### src/rtl/bgmm_pkg.sv
// bgmm_pkg: shared types and constants for the boost group maximum margin tracker
// holds the action codes, the sequencer state type and the fixed field widths
// no dependencies
package bgmm_pkg;

  // fixed widths of the item fields
  localparam int ACTION_W    = 3;
  localparam int CPU_FIELD_W = 3;
  localparam int GRP_FIELD_W = 4;
  localparam int MARGIN_W    = 7;
  localparam int IN_TDATA_W  = 16;
  localparam int OUT_TDATA_W = 16;

  // largest margin a group may take
  localparam logic [MARGIN_W-1:0] MARGIN_LIMIT = 7'd100;

  // action codes carried in the input tuser
  typedef enum logic [ACTION_W-1:0] {
    ACT_ENQUEUE = 3'd0,
    ACT_DEQUEUE = 3'd1,
    ACT_SET     = 3'd2,
    ACT_CLEAR   = 3'd3,
    ACT_READ    = 3'd4
  } action_t;

  // sequencer states
  typedef enum logic [1:0] {
    ST_IDLE,
    ST_COUNT,
    ST_SCAN,
    ST_EMIT
  } state_t;

endpackage

### src/rtl/boost_group_max_margin_tracker_core.sv
// boost_group_max_margin_tracker_core: per cpu maximum margin over active boost groups
// one shared compare unit scans the groups under a small sequencer
// depends on bgmm_pkg
//
//  channel | ports                          | dir | item
//  --------+--------------------------------+-----+------------------------------------
//  in      | in_tvalid in_tready in_tdata   | in  | action, cpu, group, margin
//          | in_tuser                       |     |
//  out     | out_tvalid out_tready out_tdata| out | result cpu, max margin, error
//          | out_tlast                      |     | tlast marks the final result
//
// enqueue and dequeue update the count (not for a group out of range), then scan
// the groups; read and rejected items go straight to the result; set margin and clear
// group scan each cpu in turn; the single margin comparator takes one group per cycle.
// the input is not ready while an item is in work; a result may wait in the output
// register while the next item is accepted, and a stalled output holds the scan.
// synchronous active-low reset clears all margins, activity bits and cpu maxima at once.
module boost_group_max_margin_tracker_core #(
  parameter int NUM_CPUS    = 8,
  parameter int NUM_GROUPS  = 16,
  parameter int COUNT_WIDTH = 16
) (
  input  logic                               clk,
  input  logic                               rst_n,
  // input item
  input  logic                               in_tvalid,
  output logic                               in_tready,
  // [2:0] cpu_index, [6:3] group_index, [13:7] margin_value, [15:14] zero
  input  logic [bgmm_pkg::IN_TDATA_W-1:0]    in_tdata,
  // [2:0] action
  input  logic [bgmm_pkg::ACTION_W-1:0]      in_tuser,
  // result item
  output logic                               out_tvalid,
  input  logic                               out_tready,
  // [2:0] result_cpu, [9:3] peak_margin, [10] error_flag, [15:11] zero
  output logic [bgmm_pkg::OUT_TDATA_W-1:0]   out_tdata,
  output logic                               out_tlast
);

  localparam int CPU_W     = (NUM_CPUS > 1) ? $clog2(NUM_CPUS) : 1;
  localparam int GRP_W     = $clog2(NUM_GROUPS);
  localparam int ADDR_W    = CPU_W + GRP_W;
  localparam int CNT_DEPTH = NUM_CPUS << GRP_W;
  localparam int MW        = bgmm_pkg::MARGIN_W;

  // input field split
  logic [bgmm_pkg::CPU_FIELD_W-1:0] in_cpu;
  logic [bgmm_pkg::GRP_FIELD_W-1:0] in_grp;
  logic [MW-1:0]                    in_mval;
  logic [6:0]                       in_cpu_ext;
  logic [6:0]                       in_grp_ext;
  logic [CPU_W-1:0]                 in_cpu_sel;
  logic [GRP_W-1:0]                 in_grp_sel;

  assign in_cpu     = in_tdata[2:0];
  assign in_grp     = in_tdata[6:3];
  assign in_mval    = in_tdata[13:7];
  assign in_cpu_ext = 7'(in_cpu);
  assign in_grp_ext = 7'(in_grp);
  assign in_cpu_sel = in_cpu_ext[CPU_W-1:0];
  assign in_grp_sel = in_grp_ext[GRP_W-1:0];

  // state
  bgmm_pkg::state_t state_r, state_nxt;
  logic [MW-1:0]          margin_r [NUM_GROUPS];
  logic [NUM_GROUPS-1:0]  active_r [NUM_CPUS];
  logic [MW-1:0]          cpu_max_r [NUM_CPUS];
  logic [COUNT_WIDTH-1:0] cnt_mem [CNT_DEPTH];
  logic [COUNT_WIDTH-1:0] cnt_q_r;

  // working registers
  logic [CPU_W-1:0] cpu_r, cpu_nxt;
  logic [GRP_W-1:0] grp_r, grp_nxt;
  logic [GRP_W-1:0] scan_g_r, scan_g_nxt;
  logic [MW-1:0]    best_r, best_nxt;
  logic             enq_r, enq_nxt;
  logic             all_r, all_nxt;
  logic             err_r, err_nxt;

  // output register
  logic                             out_valid_r, out_valid_nxt;
  logic [bgmm_pkg::OUT_TDATA_W-1:0] out_data_r, out_data_nxt;
  logic                             out_last_r, out_last_nxt;

  // decode of the offered item
  logic in_acc;
  logic cpu_ok, grp_ok, mval_ok;
  logic dec_err, dec_cnt, dec_scan, dec_set, dec_clr, dec_read;

  assign in_tready = (state_r == bgmm_pkg::ST_IDLE);
  assign in_acc    = in_tvalid && in_tready;
  assign cpu_ok    = (32'(in_cpu) < NUM_CPUS);
  assign grp_ok    = (32'(in_grp) < NUM_GROUPS);
  assign mval_ok   = (in_mval <= bgmm_pkg::MARGIN_LIMIT);

  always_comb begin
    dec_err  = 1'b0;
    dec_cnt  = 1'b0;
    dec_scan = 1'b0;
    dec_set  = 1'b0;
    dec_clr  = 1'b0;
    dec_read = 1'b0;
    case (in_tuser)
      bgmm_pkg::ACT_ENQUEUE, bgmm_pkg::ACT_DEQUEUE: begin
        if (!cpu_ok) dec_err = 1'b1;
        else if (grp_ok) dec_cnt = 1'b1;
        else dec_scan = 1'b1;
      end
      bgmm_pkg::ACT_SET: begin
        if (!grp_ok || !mval_ok) dec_err = 1'b1;
        else dec_set = 1'b1;
      end
      bgmm_pkg::ACT_CLEAR: begin
        if (!grp_ok || (in_grp == '0)) dec_err = 1'b1;
        else dec_clr = 1'b1;
      end
      bgmm_pkg::ACT_READ: begin
        if (!cpu_ok) dec_err = 1'b1;
        else dec_read = 1'b1;
      end
      default: dec_err = 1'b1;
    endcase
  end

  // shared compare unit: one group per cycle against the running maximum
  logic          scan_act;
  logic [MW-1:0] scan_margin;
  logic [MW-1:0] best_step;
  logic          scan_last;
  logic          cpu_last;
  logic          slot_free;

  assign scan_margin = margin_r[scan_g_r];
  assign scan_act    = (scan_g_r == '0) || active_r[cpu_r][scan_g_r];
  assign best_step   = (scan_act && (scan_margin > best_r)) ? scan_margin : best_r;
  assign scan_last   = (scan_g_r == GRP_W'(NUM_GROUPS - 1));
  assign cpu_last    = (cpu_r == CPU_W'(NUM_CPUS - 1));
  assign slot_free   = !out_valid_r || out_tready;

  // count update for enqueue and dequeue
  logic [COUNT_WIDTH-1:0] cnt_cur;
  logic [COUNT_WIDTH-1:0] cnt_new;
  logic [ADDR_W-1:0]      in_addr;
  logic [ADDR_W-1:0]      cur_addr;

  assign in_addr  = {in_cpu_sel, in_grp_sel};
  assign cur_addr = {cpu_r, grp_r};
  assign cnt_cur  = active_r[cpu_r][grp_r] ? cnt_q_r : '0;

  always_comb begin
    if (enq_r) cnt_new = (cnt_cur == '1) ? cnt_cur : cnt_cur + 1'b1;
    else       cnt_new = (cnt_cur == '0) ? cnt_cur : cnt_cur - 1'b1;
  end

  // next state
  always_comb begin
    state_nxt = state_r;
    case (state_r)
      bgmm_pkg::ST_IDLE: begin
        if (in_acc) begin
          if (dec_cnt) state_nxt = bgmm_pkg::ST_COUNT;
          else if (dec_scan || dec_set || dec_clr) state_nxt = bgmm_pkg::ST_SCAN;
          else state_nxt = bgmm_pkg::ST_EMIT;
        end
      end
      bgmm_pkg::ST_COUNT: state_nxt = bgmm_pkg::ST_SCAN;
      bgmm_pkg::ST_SCAN: begin
        if (scan_last) state_nxt = bgmm_pkg::ST_EMIT;
      end
      bgmm_pkg::ST_EMIT: begin
        if (slot_free) begin
          if (all_r && !cpu_last) state_nxt = bgmm_pkg::ST_SCAN;
          else state_nxt = bgmm_pkg::ST_IDLE;
        end
      end
      default: state_nxt = bgmm_pkg::ST_IDLE;
    endcase
  end

  // datapath and output controls
  logic [6:0] cpu_out_ext;
  assign cpu_out_ext = 7'(cpu_r);

  always_comb begin
    cpu_nxt       = cpu_r;
    grp_nxt       = grp_r;
    scan_g_nxt    = scan_g_r;
    best_nxt      = best_r;
    enq_nxt       = enq_r;
    all_nxt       = all_r;
    err_nxt       = err_r;
    out_data_nxt  = out_data_r;
    out_last_nxt  = out_last_r;
    out_valid_nxt = out_valid_r && !out_tready;
    case (state_r)
      bgmm_pkg::ST_IDLE: begin
        if (in_acc) begin
          cpu_nxt    = (dec_err || dec_set || dec_clr) ? '0 : in_cpu_sel;
          grp_nxt    = in_grp_sel;
          scan_g_nxt = '0;
          best_nxt   = dec_read ? cpu_max_r[in_cpu_sel] : '0;
          enq_nxt    = (in_tuser == bgmm_pkg::ACT_ENQUEUE);
          all_nxt    = dec_set || dec_clr;
          err_nxt    = dec_err;
        end
      end
      bgmm_pkg::ST_SCAN: begin
        best_nxt   = best_step;
        scan_g_nxt = scan_g_r + 1'b1;
      end
      bgmm_pkg::ST_EMIT: begin
        if (slot_free) begin
          out_valid_nxt = 1'b1;
          out_data_nxt  = {5'd0, err_r, best_r, cpu_out_ext[2:0]};
          out_last_nxt  = !all_r || cpu_last;
          if (all_r && !cpu_last) begin
            cpu_nxt    = cpu_r + 1'b1;
            scan_g_nxt = '0;
            best_nxt   = '0;
          end
        end
      end
      default: ;
    endcase
  end

  // control registers and tracked state
  always_ff @(posedge clk) begin
    if (!rst_n) begin
      state_r     <= bgmm_pkg::ST_IDLE;
      out_valid_r <= 1'b0;
      for (int g = 0; g < NUM_GROUPS; g++) margin_r[g] <= '0;
      for (int c = 0; c < NUM_CPUS; c++) begin
        active_r[c]  <= '0;
        cpu_max_r[c] <= '0;
      end
    end else begin
      state_r     <= state_nxt;
      out_valid_r <= out_valid_nxt;
      // margin writes on set and clear
      if (in_acc && dec_set) margin_r[in_grp_sel] <= in_mval;
      if (in_acc && dec_clr) begin
        margin_r[in_grp_sel] <= '0;
        for (int c = 0; c < NUM_CPUS; c++) active_r[c][in_grp_sel] <= 1'b0;
      end
      // activity follows the updated count
      if (state_r == bgmm_pkg::ST_COUNT) active_r[cpu_r][grp_r] <= (cnt_new != '0);
      // store the finished maximum
      if ((state_r == bgmm_pkg::ST_SCAN) && scan_last) cpu_max_r[cpu_r] <= best_step;
    end
  end

  // payload registers
  always_ff @(posedge clk) begin
    cpu_r      <= cpu_nxt;
    grp_r      <= grp_nxt;
    scan_g_r   <= scan_g_nxt;
    best_r     <= best_nxt;
    enq_r      <= enq_nxt;
    all_r      <= all_nxt;
    err_r      <= err_nxt;
    out_data_r <= out_data_nxt;
    out_last_r <= out_last_nxt;
  end

  // task count memory, entries behind a clear activity bit read as zero
  always_ff @(posedge clk) begin
    if (in_acc && dec_cnt) cnt_q_r <= cnt_mem[in_addr];
    if (state_r == bgmm_pkg::ST_COUNT) cnt_mem[cur_addr] <= cnt_new;
  end

  assign out_tvalid = out_valid_r;
  assign out_tdata  = out_data_r;
  assign out_tlast  = out_last_r;

`ifndef SYNTH
  // a rejected item reports cpu 0 with zero margin as a single result
  a_err_result: assert property (@(posedge clk) disable iff (!rst_n)
    (out_tvalid && out_tdata[10]) |-> (out_tdata[9:0] == '0) && out_tlast)
    else $error("error result carries data or is not last");

  // reported maxima never exceed the margin limit
  a_max_range: assert property (@(posedge clk) disable iff (!rst_n)
    out_tvalid |-> (out_tdata[9:3] <= bgmm_pkg::MARGIN_LIMIT))
    else $error("reported margin above limit");

  // the group scan never steps past the last group
  a_scan_range: assert property (@(posedge clk) disable iff (!rst_n)
    (state_r == bgmm_pkg::ST_SCAN) |-> (32'(scan_g_r) < NUM_GROUPS))
    else $error("group scan out of range");

  // a scan always ends in the result stage
  a_scan_end: assert property (@(posedge clk) disable iff (!rst_n)
    ((state_r == bgmm_pkg::ST_SCAN) && scan_last) |=> (state_r == bgmm_pkg::ST_EMIT))
    else $error("scan did not end in result stage");
`endif

endmodule
### config.mk
export PLATFORM = sky130hd
export DESIGN_NAME = boost_group_max_margin_tracker_core
export DESIGN_NICKNAME = d
export VERILOG_FILES = /design/src/rtl/bgmm_pkg.sv /design/src/rtl/boost_group_max_margin_tracker_core.sv
export SDC_FILE = /design/constraint.sdc
export NUM_CORES = 2
export LEC_CHECK = 0
export ABC_AREA = 1
export BUFFER_PORTS_ARGS = -buffer_cell sky130_fd_sc_hd__buf_2
export CAP_MARGIN = 5
export CORE_AREA = 2 2 401 403
export CTS_BUF_LIST = sky130_fd_sc_hd__clkbuf_4
export DETAILED_ROUTE_END_ITERATION = 16
export DIE_AREA = 0 0 403 405
export PLACE_DENSITY = 0.72
export SYNTH_ARGS = -nofsm -noshare
export SYNTH_HDL_FRONTEND = slang
export SYNTH_SLANG_ARGS = --single-unit
### constraint.sdc
create_clock -name clk -period 7.6 [get_ports clk]
set_clock_uncertainty 0.05 [all_clocks]
set_input_delay 0.76 -clock clk [delete_from_list [all_inputs] [get_ports clk]]
set_output_delay 0.76 -clock clk [all_outputs]
set_load 0.05 [all_outputs]
==> reports/results.tsv <==
metric	value	unit
Core Footprint	159300	sq um
crit share post-route	78.72	%
Worst Reg2Reg Path Length in Cells	24	
Hold Crit Class	in -> reg	
die area	163200	sq um
Die Y	405	microns
dpl ws	1.752	ns
Worst-Skew Late Latency	1.50	ns
hpwl dp	143500	microns
CP Capture Type	flip-flop	
CP Launch Type	flip-flop	
clk root buf	clkbuf_4	
IO Pins	42	
final wirelength	262900	microns
synth warn	0	
first-pass GRT wire length	383400	microns
number of synthesized flops with an enable pin	2393	
vias in the first global route	60850	
Mean Syn Cell Area	14.18	sq um
vias per inst	6.505	
GRT overflow	0	
Max Clock Freq	0.1672	GHz
layout cells sized above 1	17.29	%
unrepaired setup endpoints after global routing	false	
final hold vios	0	
maximum VDD drop	0.0004821	V
DR vias	62730	
fin worst setup slack	1.617	ns
initial antenna violation count	12	
layout net count	7202	
Num CTS Buffers	610	
worst-margin pin slew	1.277	ns
clk buf depth	4	
Routed Antenna Nets	0	
Routed WL per cell	27.26	microns
number of stages on the worst hold path	6	
Die W	403	microns
Worst Path Class, Setup	reg -> reg	
# rows	147	
Synth Cell Area	94800	sq um
post-layout min period	5.983	ns
router iterations before antenna repair	8	
Synth Register Bits	2403	
placed instance count	8624	
H-tree levels	6	
Resize count post-CTS	0	
Req. time, crit path	8.66	ns
Post-synth ARST share	0	%
Pwr Density	335.9	nW/um^2
max_cap viols	0	
Slew Limit Fails	0	
CP max FO	67	
GRT Util Overall	31.98	%
Seq/Total Area, Yosys	76.01	%
status	complete, no violations	
DRT iter0 DRCs	9189	
max_slew headroom	14.08	%
I/O Buffers	34	
clock-pin slew on the worst setup and hold paths	0.06	ns
prevailing post-synth register cell	edfxtp_1	
clk sinks	2403	
Initial Utilization	59.52	%
final hold slack	0.1018	ns
Mapped Cells	6684	
critical path arrival	7.04	ns
Pleak	35.79	nW
Final TNS setup	0	ns
Non-Filler Instances	9643	
synthesis-to-finish area growth	11.27	%
Distinct cells, synth	54	
largest net degree at the start of global routing	136	
final setup vio count	0	
CTS tree	done	
Residual DRC	0	
routability cong.	0.9098	
final core occ	66.22	%
==> worst max-delay path, cell delays in order, from the launching register on <==
cell and delay (ns):
dfxtp_2 0.32, inv_2 0.84, nand2_1 0.14, nand2_1 0.11, nand2_1 0.05, nand3_1 0.12
nand3_1 0.08, nand2_1 0.13, nor2_1 0.06, nor2_1 0.11, nor2_2 0.07, nand2_4 0.39
nand2_4 0.16, inv_1 0.20, ha_1 0.27, nand4_1 0.18, inv_1 0.10, nand2_1 0.09
inv_1 0.08, nand2_1 0.28, nand3_1 0.19, nand2_1 0.10, nand2_4 0.25, buf_4 0.51
buf_4 0.63
==> through the flow <==
step	instance area, sq um	power, mW
after CTS	105500	35.44
after global placement	98050	24.80
after global routing	105500	36.75
after detailed placement	98050	25.05
final	105500	35.43
after floorplan	94810	22.42
==> state kept, by name, summed over array words and instances (netlist names), named ones only <==
signal / cells
margin_r: 112
out_tdata: 11
err_r: 1
cnt_q_r: 16
state_r: 2
out_tlast: 1
cpu_r: 3
out_tvalid: 1
active_r: 128
grp_r: 4
cpu_max_r: 56
cnt_mem: 2048
best_r: 7
scan_g_r: 4
all_r: 1
enq_r: 1
==> cell type report <==
| class | count | area [sq um] |
|---|---|---|
| Clock inverter | 130 | 769.5 |
| Multi-Input combinational cell | 3635 | 20250 |
| Clock buffer | 864 | 6486 |
| Inverter | 212 | 822.0 |
| Antenna cell | 10 | 25.02 |
| Timing Repair Buffer | 303 | 2455 |
| Tap cell | 2086 | 2610 |
| Sequential cell | 2403 | 72060 |
| Fill cell | 11060 | 53800 |
==> metal layers <==
metal | vias up | global-route usage, % | share of wire (%)
li1 | 27060 | - | -
met1 | 30680 | 42.75 | 36
met2 | 4339 | 49.00 | 46
met3 | 637 | 8.534 | 13
met4 | 6 | 15.89 | 4.8
met5 | - | 0 | 0.014
==> placed cells by master (no fill, tap or decap), drive strengths merged, types with 14 or more instances in the layout <==
cell type and count:
edfxtp 2393, a22oi 954, clkbuf 864, nand2 858
a21oi 647, nor2 474, buf 288, inv 224
nand3 179, o21ai 127, clkinv 107, nor4 85
a31oi 75, o211ai 33, mux2i 28, nor3 25
a221oi 20, dlygate4sd3 15, ha 14, o41ai 14
==> cells by family (layout without fill, tap and decap cells) <==
kind of cell / count (synthesis) / count (layout) / synth area share, %
flip-flops: 2403 / 2403 / 76.01
AO/OA/AOI/OAI: 1926 / 1926 / 13.35
AND/OR/NAND/NOR: 1650 / 1650 / 7.180
buffers and inverters: 650 / 1509 / 2.860
multiplexers: 28 / 28 / 0.2956
adder cells (fa/ha/maj): 14 / 14 / 0.1848
XOR/XNOR: 12 / 12 / 0.1109
other: 1 / 15 / 0.003956
==> cell usage after synthesis (all sizes together), types with 6 or more instances <==
cell / instances / share of area [%]
o21ai: 127 / 0.69
a221oi: 20 / 0.18
edfxtp: 2393 / 76
or4: 7 / 0.055
a22oi: 954 / 7.6
nor3: 25 / 0.13
o221ai: 12 / 0.11
clkbuf: 324 / 1.3
or2: 12 / 0.079
a21oi: 647 / 3.5
nand2: 858 / 3.4
mux2i: 28 / 0.30
o22ai: 6 / 0.040
nand3: 179 / 0.95
xor2: 8 / 0.074
nor2: 474 / 1.9
a31oi: 75 / 0.49
o211ai: 33 / 0.26
a22o: 10 / 0.092
o41ai: 14 / 0.13
nor4: 85 / 0.56
dfxtp: 10 / 0.21
inv: 208 / 0.82
nand4: 8 / 0.059
buf: 114 / 0.74
ha: 14 / 0.18
==> final timing paths <==
kind                 endpoint  slack, ns          from
max reg2reg  cnt_mem[110][10]       1.62     flip-flop
min reg2reg     out_tdata[10]       0.34         err_r
max          cnt_mem[110][10]       1.62     flip-flop
min                     all_r       0.10  in_tdata[12]
==> power breakdown <==
group | total [mW] | switching [mW] | internal [mW] | leakage [nW]
Sequential | 17.8 | 0.159 | 17.7 | 22.2
Combinational | 7.09 | 5.94 | 1.15 | 9.17
Clock | 10.5 | 5.00 | 5.52 | 4.37
Total | 35.4 | 11.1 | 24.3 | 35.8
==> timing repair <==
action                    4_1_cts  5_1_grt
hold buffers                   15        0
hold endpoints to repair       66        0
buffers inserted                0        0
Power figures use the tool's default switching activity.
